===== src/design/rth_pkg.sv =====
package rth_pkg;

  // channel widths
  localparam int unsigned ChanW = 8;
  localparam int unsigned HueW  = 15;

  // hue divider: remainder width is the channel width, quotient covers 0..3840
  localparam int unsigned QuoW  = 12;
  localparam int unsigned NumW  = ChanW + QuoW;

  // hue scale, 1/64 degree per step
  localparam logic [HueW-1:0] HueSixth    = 15'd3840;
  localparam logic [HueW-1:0] HueFull     = 15'd23040;
  localparam logic [HueW-1:0] HueOfsGreen = 15'd7680;
  localparam logic [HueW-1:0] HueOfsBlue  = 15'd15360;

  typedef enum logic [1:0] {
    SEC_RED,
    SEC_GREEN,
    SEC_BLUE
  } sector_e;

  typedef struct packed {
    logic [ChanW-1:0] red;
    logic [ChanW-1:0] green;
    logic [ChanW-1:0] blue;
  } pixel_t;

  typedef struct packed {
    logic [HueW-1:0]  hue;
    logic [ChanW-1:0] saturation;
    logic [ChanW-1:0] brightness;
  } hsv_t;

  // travels alongside the hue quotient
  typedef struct packed {
    logic    gray;
    logic    neg;
    sector_e sector;
  } hue_side_t;

endpackage


===== src/design/rth_div.sv =====
module rth_div #(
  parameter int unsigned DEN_W  = 8,
  parameter int unsigned QUO_W  = 12,
  parameter int unsigned SIDE_W = 1
) (
  input  logic                    clk_i,
  input  logic                    rst_ni,
  input  logic                    in_valid_i,
  output logic                    in_ready_o,
  input  logic [DEN_W+QUO_W-1:0]  num_i,
  input  logic [DEN_W-1:0]        den_i,
  input  logic [SIDE_W-1:0]       side_i,
  output logic                    out_valid_o,
  input  logic                    out_ready_i,
  output logic [QUO_W-1:0]        quo_o,
  output logic [SIDE_W-1:0]       side_o
);

  // restoring division, one quotient bit per stage
  // caller guarantees the quotient fits QUO_W bits (top DEN_W bits of num below den)

  logic [QUO_W-1:0]  valid_q;
  logic [DEN_W-1:0]  rem_q  [QUO_W];
  logic [QUO_W-1:0]  low_q  [QUO_W];
  logic [DEN_W-1:0]  den_q  [QUO_W];
  logic [SIDE_W-1:0] side_q [QUO_W];
  logic [QUO_W:0]    en;

  assign en[QUO_W] = out_ready_i;

  for (genvar k = 0; k < QUO_W; k++) begin : g_stage
    logic              src_valid;
    logic [DEN_W-1:0]  src_rem;
    logic [QUO_W-1:0]  src_low;
    logic [DEN_W-1:0]  src_den;
    logic [SIDE_W-1:0] src_side;
    logic [DEN_W:0]    trial;
    logic [DEN_W:0]    diff;
    logic              ge;
    logic [DEN_W-1:0]  rem_d;
    logic [QUO_W-1:0]  low_d;

    if (k == 0) begin : g_first
      assign src_valid = in_valid_i;
      assign src_rem   = num_i[DEN_W+QUO_W-1:QUO_W];
      assign src_low   = num_i[QUO_W-1:0];
      assign src_den   = den_i;
      assign src_side  = side_i;
    end else begin : g_next
      assign src_valid = valid_q[k-1];
      assign src_rem   = rem_q[k-1];
      assign src_low   = low_q[k-1];
      assign src_den   = den_q[k-1];
      assign src_side  = side_q[k-1];
    end

    // a stage moves when it is empty or the next one moves
    assign en[k] = !valid_q[k] || en[k+1];

    always_comb begin
      trial = {src_rem, src_low[QUO_W-1]};
      diff  = trial - {1'b0, src_den};
      ge    = (trial >= {1'b0, src_den});
      rem_d = ge ? diff[DEN_W-1:0] : trial[DEN_W-1:0];
      low_d = {src_low[QUO_W-2:0], ge};
    end

    always_ff @(posedge clk_i or negedge rst_ni) begin
      if (!rst_ni) begin
        valid_q[k] <= 1'b0;
      end else if (en[k]) begin
        valid_q[k] <= src_valid;
      end
    end

    always_ff @(posedge clk_i) begin
      if (en[k]) begin
        rem_q[k]  <= rem_d;
        low_q[k]  <= low_d;
        den_q[k]  <= src_den;
        side_q[k] <= src_side;
      end
    end
  end

  assign in_ready_o  = en[0];
  assign out_valid_o = valid_q[QUO_W-1];
  assign quo_o       = low_q[QUO_W-1];
  assign side_o      = side_q[QUO_W-1];

endmodule


===== src/design/rgb_to_hsv.sv =====
// rgb_to_hsv: converts one 8-bit RGB pixel into hue, saturation and brightness
//
// input channel in_valid_i / in_ready_o carries one pixel per transfer,
// output channel out_valid_o / out_ready_i carries one hsv result per transfer
// hue is in 1/64 degree steps (0..23039), saturation and brightness scale 255 to 1.0
//
// every pixel gives exactly one result, in order
// from input transfer to out_valid_o a pixel passes one prep register
// (max, min, delta, dividends), 12 divider stages (one quotient bit each, set by
// the 12-bit hue quotient), and one output register
// throughput is one pixel per clock while the receiver takes results
//
// reset clears all valid bits; the pipeline is empty and in_ready_o is high
// when the receiver stalls, the result holds in the output register and the
// stages behind it fill up; bubbles still close up, so new pixels are taken
// until every stage holds a pixel; nothing is lost or repeated
module rgb_to_hsv (
  input  logic            clk_i,
  input  logic            rst_ni,
  input  logic            in_valid_i,
  output logic            in_ready_o,
  input  rth_pkg::pixel_t in_data_i,
  output logic            out_valid_o,
  input  logic            out_ready_i,
  output rth_pkg::hsv_t   out_data_o
);

  import rth_pkg::*;

  // ---------------------------------------------------------------- prep stage
  logic [ChanW-1:0] mx, mn, delta, mag;
  logic signed [ChanW:0] diff;
  sector_e          sector;
  logic [NumW-1:0]  hue_num, sat_num;

  always_comb begin
    mx = in_data_i.red;
    mn = in_data_i.red;
    if (in_data_i.green > mx) mx = in_data_i.green;
    if (in_data_i.blue  > mx) mx = in_data_i.blue;
    if (in_data_i.green < mn) mn = in_data_i.green;
    if (in_data_i.blue  < mn) mn = in_data_i.blue;
    delta = mx - mn;

    // first channel holding the max wins ties
    if (mx == in_data_i.red) begin
      sector = SEC_RED;
      diff   = $signed({1'b0, in_data_i.green}) - $signed({1'b0, in_data_i.blue});
    end else if (mx == in_data_i.green) begin
      sector = SEC_GREEN;
      diff   = $signed({1'b0, in_data_i.blue}) - $signed({1'b0, in_data_i.red});
    end else begin
      sector = SEC_BLUE;
      diff   = $signed({1'b0, in_data_i.red}) - $signed({1'b0, in_data_i.green});
    end
    mag = diff[ChanW] ? ChanW'(-diff) : diff[ChanW-1:0];

    // mag * 3840 = mag * 4096 - mag * 256; a negative num rounds up by adding delta - 1
    hue_num = {mag, 12'd0} - {4'd0, mag, 8'd0};
    if (diff[ChanW]) begin
      hue_num = hue_num + {12'd0, delta - 8'd1};
    end

    // delta * 255
    sat_num = {4'd0, delta, 8'd0} - {12'd0, delta};
  end

  logic             pre_valid_q;
  logic [NumW-1:0]  pre_hue_num_q, pre_sat_num_q;
  logic [ChanW-1:0] pre_delta_q, pre_mx_q;
  hue_side_t        pre_side_q;
  hue_side_t        pre_side_d;
  logic             pre_en;
  logic             hue_in_ready, sat_in_ready;

  assign pre_side_d = '{gray: (delta == '0), neg: diff[ChanW], sector: sector};

  assign pre_en     = !pre_valid_q || hue_in_ready;
  assign in_ready_o = pre_en;

  always_ff @(posedge clk_i or negedge rst_ni) begin
    if (!rst_ni) begin
      pre_valid_q <= 1'b0;
    end else if (pre_en) begin
      pre_valid_q <= in_valid_i;
    end
  end

  always_ff @(posedge clk_i) begin
    if (pre_en) begin
      pre_hue_num_q <= hue_num;
      pre_sat_num_q <= sat_num;
      pre_delta_q   <= delta;
      pre_mx_q      <= mx;
      pre_side_q    <= pre_side_d;
    end
  end

  // ---------------------------------------------------------------- dividers
  // both dividers see the same valid and ready, so they move in lockstep
  logic             hue_out_valid, sat_out_valid;
  logic [QuoW-1:0]  hue_quo, sat_quo;
  hue_side_t        hue_side;
  logic [ChanW-1:0] sat_side;
  logic             out_en;

  rth_div #(
    .DEN_W  (ChanW),
    .QUO_W  (QuoW),
    .SIDE_W ($bits(hue_side_t))
  ) u_hue_div (
    .clk_i       (clk_i),
    .rst_ni      (rst_ni),
    .in_valid_i  (pre_valid_q),
    .in_ready_o  (hue_in_ready),
    .num_i       (pre_hue_num_q),
    .den_i       (pre_delta_q),
    .side_i      (pre_side_q),
    .out_valid_o (hue_out_valid),
    .out_ready_i (out_en),
    .quo_o       (hue_quo),
    .side_o      (hue_side)
  );

  rth_div #(
    .DEN_W  (ChanW),
    .QUO_W  (QuoW),
    .SIDE_W (ChanW)
  ) u_sat_div (
    .clk_i       (clk_i),
    .rst_ni      (rst_ni),
    .in_valid_i  (pre_valid_q),
    .in_ready_o  (sat_in_ready),
    .num_i       (pre_sat_num_q),
    .den_i       (pre_mx_q),
    .side_i      (pre_mx_q),
    .out_valid_o (sat_out_valid),
    .out_ready_i (out_en),
    .quo_o       (sat_quo),
    .side_o      (sat_side)
  );

  // ---------------------------------------------------------------- output stage
  logic [HueW-1:0] hue_base, hue_quo_ext, hue_val;
  hsv_t            out_d;
  hsv_t            out_q;
  logic            out_valid_q;

  always_comb begin
    case (hue_side.sector)
      SEC_RED:   hue_base = '0;
      SEC_GREEN: hue_base = HueOfsGreen;
      SEC_BLUE:  hue_base = HueOfsBlue;
      default:   hue_base = '0;
    endcase
    hue_quo_ext = {3'd0, hue_quo};

    if (hue_side.gray) begin
      hue_val = '0;
    end else if (!hue_side.neg) begin
      hue_val = hue_base + hue_quo_ext;
    end else if (hue_side.sector == SEC_RED && hue_quo != '0) begin
      // below zero wraps around the full circle
      hue_val = HueFull - hue_quo_ext;
    end else begin
      hue_val = hue_base - hue_quo_ext;
    end

    out_d.hue        = hue_val;
    // black pixel divides by zero; force zero
    out_d.saturation = (sat_side == '0) ? '0 : sat_quo[ChanW-1:0];
    out_d.brightness = sat_side;
  end

  assign out_en = !out_valid_q || out_ready_i;

  always_ff @(posedge clk_i or negedge rst_ni) begin
    if (!rst_ni) begin
      out_valid_q <= 1'b0;
    end else if (out_en) begin
      out_valid_q <= hue_out_valid;
    end
  end

  always_ff @(posedge clk_i) begin
    if (out_en) begin
      out_q <= out_d;
    end
  end

  assign out_valid_o = out_valid_q;
  assign out_data_o  = out_q;

  // ---------------------------------------------------------------- assertions
  // the two dividers must never drift apart
  a_div_lockstep: assert property (@(posedge clk_i) disable iff (!rst_ni)
    (hue_out_valid == sat_out_valid) && (hue_in_ready == sat_in_ready))
    else $error("hue and saturation dividers out of step");

  a_hue_range: assert property (@(posedge clk_i) disable iff (!rst_ni)
    out_valid_o |-> (out_data_o.hue < HueFull))
    else $error("hue out of range");

  a_black_pixel: assert property (@(posedge clk_i) disable iff (!rst_ni)
    (out_valid_o && out_data_o.brightness == '0) |->
      (out_data_o.saturation == '0 && out_data_o.hue == '0))
    else $error("black pixel with nonzero hue or saturation");

  // an accepted pixel enters the prep register
  a_prep_load: assert property (@(posedge clk_i) disable iff (!rst_ni)
    (in_valid_i && in_ready_o) |=> pre_valid_q)
    else $error("accepted pixel lost at prep stage");

endmodule


===== config.mk =====
export PLATFORM = sky130hd
export DESIGN_NAME = rgb_to_hsv
export DESIGN_NICKNAME = d
export VERILOG_FILES = /design/src/design/rth_pkg.sv /design/src/design/rth_div.sv /design/src/design/rgb_to_hsv.sv
export SDC_FILE = /design/constraint.sdc
export NUM_CORES = 1
export LEC_CHECK = 0
export BUFFER_PORTS_ARGS = -buffer_cell sky130_fd_sc_hd__buf_2
export CAP_MARGIN = 20
export CORE_MARGIN = 2
export CORE_UTILIZATION = 30
export CTS_BUF_LIST = sky130_fd_sc_hd__clkbuf_8
export CTS_CLUSTER_SIZE = 14
export DETAILED_ROUTE_END_ITERATION = 8
export PLACE_DENSITY = 0.52
export SETUP_SLACK_MARGIN = 0.3
export SLEW_MARGIN = 15
export SYNTH_ARGS = -nofsm -noshare
export SYNTH_HDL_FRONTEND = slang
export SYNTH_SLANG_ARGS = --single-unit

===== constraint.sdc =====
create_clock -name clk_i -period 11.6 [get_ports clk_i]
set_input_delay 2.32 -clock clk_i [delete_from_list [all_inputs] [get_ports clk_i]]
set_output_delay 2.32 -clock clk_i [all_outputs]
set_load 0.01 [all_outputs]

==> summary by stage <==
Floorplan
After floorplanning, the core was sized to cover 0.1214 mm^2. The die is 353.0 um tall. The die covers ~0.12 mm^2. The number of rows created at floorplan is 128. Pin placement for this block handled just over 60 I/O pins.

The die width is approximately 350 um. The initial utilization of the core area, before any placement, comes to 0.3011.

Place
The HPWL after detailed placement is 44.44 mm. The final RePlAce weighted congestion is around 0.82. The count of buffers inserted at the top-level ports is 60. Timing analysis after detailed placement gives a worst setup slack of 1.963 ns. The instance count after placement with tap cells included is roughly 4500.

Critical path
In this design, the largest share of critical-path delay is due to compound AO/OA/AOI/OAI gates. The endpoint type of the worst setup path is a register. Walking the worst path, the cells encountered are buf_2 > inv_1 > ha_1 > nand3_1 > o211ai_2 > a31oi_2 > nor2_1 > a21oi_1 > ha_1 > a211oi_1 > o2111a_2 > or2_1 > mux2i_1 > nand2_1 > o22a_1 > ha_1 > a31oi_1 > xor2_1 > inv_1 > ha_1 > a41oi_1 > a22oi_1 > nor3_1 > or3b_1.

The highest cell delay on the worst timing path is 0.70 ns. The most numerous cell type found on the critical path is ha_1. The critical path contains buffers and inverters numbering 3 combined. Along the worst path, the maximum fanout reaches 21.

The data arrival time of the critical path is 9.46 ns. The type of origin of the critical path is a primary input. STA puts the critical path data required time at 12.09 ns. The slowest cell on the critical path is or2_1. The worst setup path is of the primary input to register kind.

Drt
For this run, design rule violations remaining after detail routing come to 0. The number of vias in the routed layout is about 21000. In the final routed layout, each cell accounts on average for about 13 um. The total wire length is 59.75 mm. The first routing iteration left 810 violations. The post-detailed-route via-to-cell ratio is about 4.4. The remaining number of nets flagged by the antenna check after routing is 0. The length of the first detailed-routing pass in iterations is 5.

Synth
The share of the Yosys chip area taken by registers is 0.6266. The number of nets in the synthesized netlist is 3155. The average instance in the mapped netlist occupies 12.86 um^2. The post-synthesis register bit count is roughly 770. The Yosys step of the flow raised 0 warnings. The unique cell type count in the Yosys netlist is 88.

The fraction of registers with async set or reset after synthesis is 0.03390. The summed instance area of the synthesized netlist is 0.03655 mm^2. Synthesis handed over a netlist of 2843 instances. Among all flip-flop cells after synthesis, the most frequent one is edfxtp_1. The number of synthesized flops with an enable pin is 741.

Pwr
The power per cell area is 301.8 mW/mm^2. The leakage dissipation is 16.91 nW. Across the VDD grid, the largest voltage drop is 0.1130 mV.

Job
The max-cap check violation count is 0.

Timing
Across all setup checks in the final design, the least slack found is 2.626 ns. The sum of negative setup slack is 0 ns. Setup repair after global routing left no endpoint under its margin. Setup violations remaining at the end of the flow were counted as 0. The worst slew slack as a fraction of its limit is 0.2990. Subtracting the final worst setup slack from the clock period gives 8.974 ns.

The post-route clock skew is about 0.025 ns. The count of final max-slew check failures is 0. The final count of hold timing violations is 0. The highest attainable clock frequency is 111.4 MHz. Dividing the final minimum period by the clock period gives 0.7736. The slew at the pin closest to its max-slew limit is approximately 1.0 ns.

Finish
In the final layout, the share of cells above drive strength 1 is 0.08845. The finished layout holds around 4700 standard cells, fillers aside. The total of fill cells in the finished design is 12060. The synthesis-to-finish area growth is 13.03%.

At the end of the flow, the number of nets in the layout was 3332.

Global routing
The first global-routing pass estimated 100.1 mm of wire. For this run, the total global-route usage over all layers was measured as 0.09654. The met2 usage in global routing is 0.1710. The total global routing overflow is 0.

The met1 usage is 0.1116. The number of antenna violations at the first check in global routing was 2. The number of global-route vias before repair is 21058.

Entering global routing, the biggest net connects 59 pins. The met3 track utilization from global routing is 0.02155. The layer carrying the most global-route usage is met2.

Worst hold path
The type of the worst min-delay path is register to register.

CTS
TritonCTS built the clock tree. The count of buffers added by post-CTS timing repair for setup is 0. The count of hold-fix buffers inserted at cts is 0.

Clock-pin slew was measured on the worst setup and hold paths at roughly 0.05 ns. The clock latency at the later pin of the worst-skew pair is roughly 0.75 ns. The number of gates given a new drive strength after cts is 0. The H-tree generated during clock tree synthesis spans 4 levels. Counting along the longest clock path gives a buffer depth of 3.

Counting every sink on the clock net gives around 770. The total clock buffers created by CTS is 135. The clock tree root buffer cell is clkbuf_8.

Status
The run finished with clean final reports.
==> metrics by stage <==
stage / cell area (um^2) / utilization / hold WS, ns / total power [W]
after floorplan: 36550 / - / 0.4003 / 0.009155
after global placement: 38810 / 0.3197 / 0.4024 / 0.01030
after detailed placement: 38890 / 0.3204 / 0.4045 / 0.01039
after CTS: 41270 / 0.3400 / 0.3991 / 0.01268
after global routing: 41310 / 0.3403 / 0.4107 / 0.01362
final: 41310 / 0.3403 / 0.4020 / 0.01247
==> worst reg2reg max path: cells and delay by family (launching register included) <==
family | cells | cell delay, ns
and+or+nand+nor | 8 | 2.96
buffers and inverters | 2 | 0.49
DFF | 1 | 0.33
==> final cells by class <==
cell class | count | area (um^2) | share of cell area
Sequential cell | 767 | 22900 | 0.5544
Multi-Input combinational cell | 1692 | 12190 | 0.2951
Tap cell | 1625 | 2033 | 0.04922
Clock buffer | 137 | 1886 | 0.04565
Inverter | 346 | 1299 | 0.03144
Timing Repair Buffer | 78 | 503.0 | 0.01218
Clock inverter | 89 | 493.0 | 0.01193
Antenna cell | 1 | 2.502 | 0.00006058
==> placed cells by master (no fill, tap or decap), types with 5 or more instances in the layout <==
cell and instances:
edfxtp_1 741, inv_1 393, o21ai_0 261, ha_1 257
nand2_1 206, nor2_1 152, clkbuf_8 137, a21oi_1 86
xor2_1 77, nor2b_1 75, nand2b_1 72, xnor2_1 62
buf_2 60, nand4_1 50, o31ai_1 49, a21o_1 41
and2_1 36, fa_1 27, dfrtp_1 26, a21boi_0 23
or4_1 22, mux2i_1 20, nand3_1 19, o211a_1 18
nor3_1 16, clkinv_1 16, buf_4 14, or2_2 9
o211ai_1 8, inv_6 8, nor4_1 6, a211oi_1 6
o21bai_1 5, clkinvlp_4 5, clkinv_2 5
==> cells by family after synthesis <==
logic type	share of synthesized area
fa+ha+maj	0.1028
other cells	0.0001026
mux	0.008216
compound gates	0.09442
buf+inv	0.04047
flops	0.6266
simple gates	0.09288
xor+xnor	0.03451
==> worst paths after layout <==
check	start	depth (start not counted)	slack, ns	endpoint
setup / recovery	in_data_i[14]	24	2.63	pre_hue_num_q[16]$_DFFE_PP_
hold / removal	u_sat_div.low_q[1][9]$_DFFE_PP_	0	0.40	u_sat_div.low_q[2][10]$_DFFE_PP_
setup reg to reg	out_valid_o$_DFFE_PN0P_	10	7.33	u_sat_div.low_q[1][10]$_DFFE_PP_
hold reg to reg	u_sat_div.low_q[1][9]$_DFFE_PP_	0	0.40	u_sat_div.low_q[2][10]$_DFFE_PP_
max in group asynchronous	rst_ni	1	9.56	pre_valid_q$_DFFE_PN0P_
min in group asynchronous	rst_ni	1	1.60	out_valid_o$_DFFE_PN0P_
==> sequential cells by signal, summed over array words and instances, names as in the netlist, 11 cells and up <==
name	count
pre_sat_num_q	17
pre_hue_num_q	20
u_sat_div.low_q	102
u_sat_div.rem_q	88
u_hue_div.den_q	88
out_data_o	31
u_sat_div.den_q	72
u_sat_div.side_q	24
u_hue_div.g_stage.src_valid	11
u_hue_div.low_q	144
u_hue_div.side_q	48
u_hue_div.rem_q	88
u_sat_div.g_stage.src_valid	11
==> report_power, final <==
group	switching [W]	internal (W)	total, W
registers	0.000555	0.00494	0.00550
logic	0.00273	0.00205	0.00477
clock network	0.00104	0.00116	0.00220
total	0.00432	0.00815	0.0125
==> cells in the mapped netlist, drive strengths merged (41+ instances only) <==
library cell | number | area share
a21o | 41 | 0.0084
nand2b | 72 | 0.012
ha | 257 | 0.088
nand2 | 207 | 0.021
xnor2 | 62 | 0.015
o31ai | 49 | 0.010
o21ai | 263 | 0.036
nor2b | 76 | 0.013
inv | 346 | 0.036
xor2 | 79 | 0.020
edfxtp | 741 | 0.61
a21oi | 86 | 0.012
nand4 | 50 | 0.0086
nor2 | 153 | 0.016
==> layer usage <==
metal | share of wire | up-vias
met2 | 0.50 | 285
met3 | 0.037 | 135
met4 | 0.029 | 2
li1 | - | 10614
met1 | 0.43 | 9618
met5 | 0.00022 | -
Note: power is estimated with default switching activity, not from simulation.
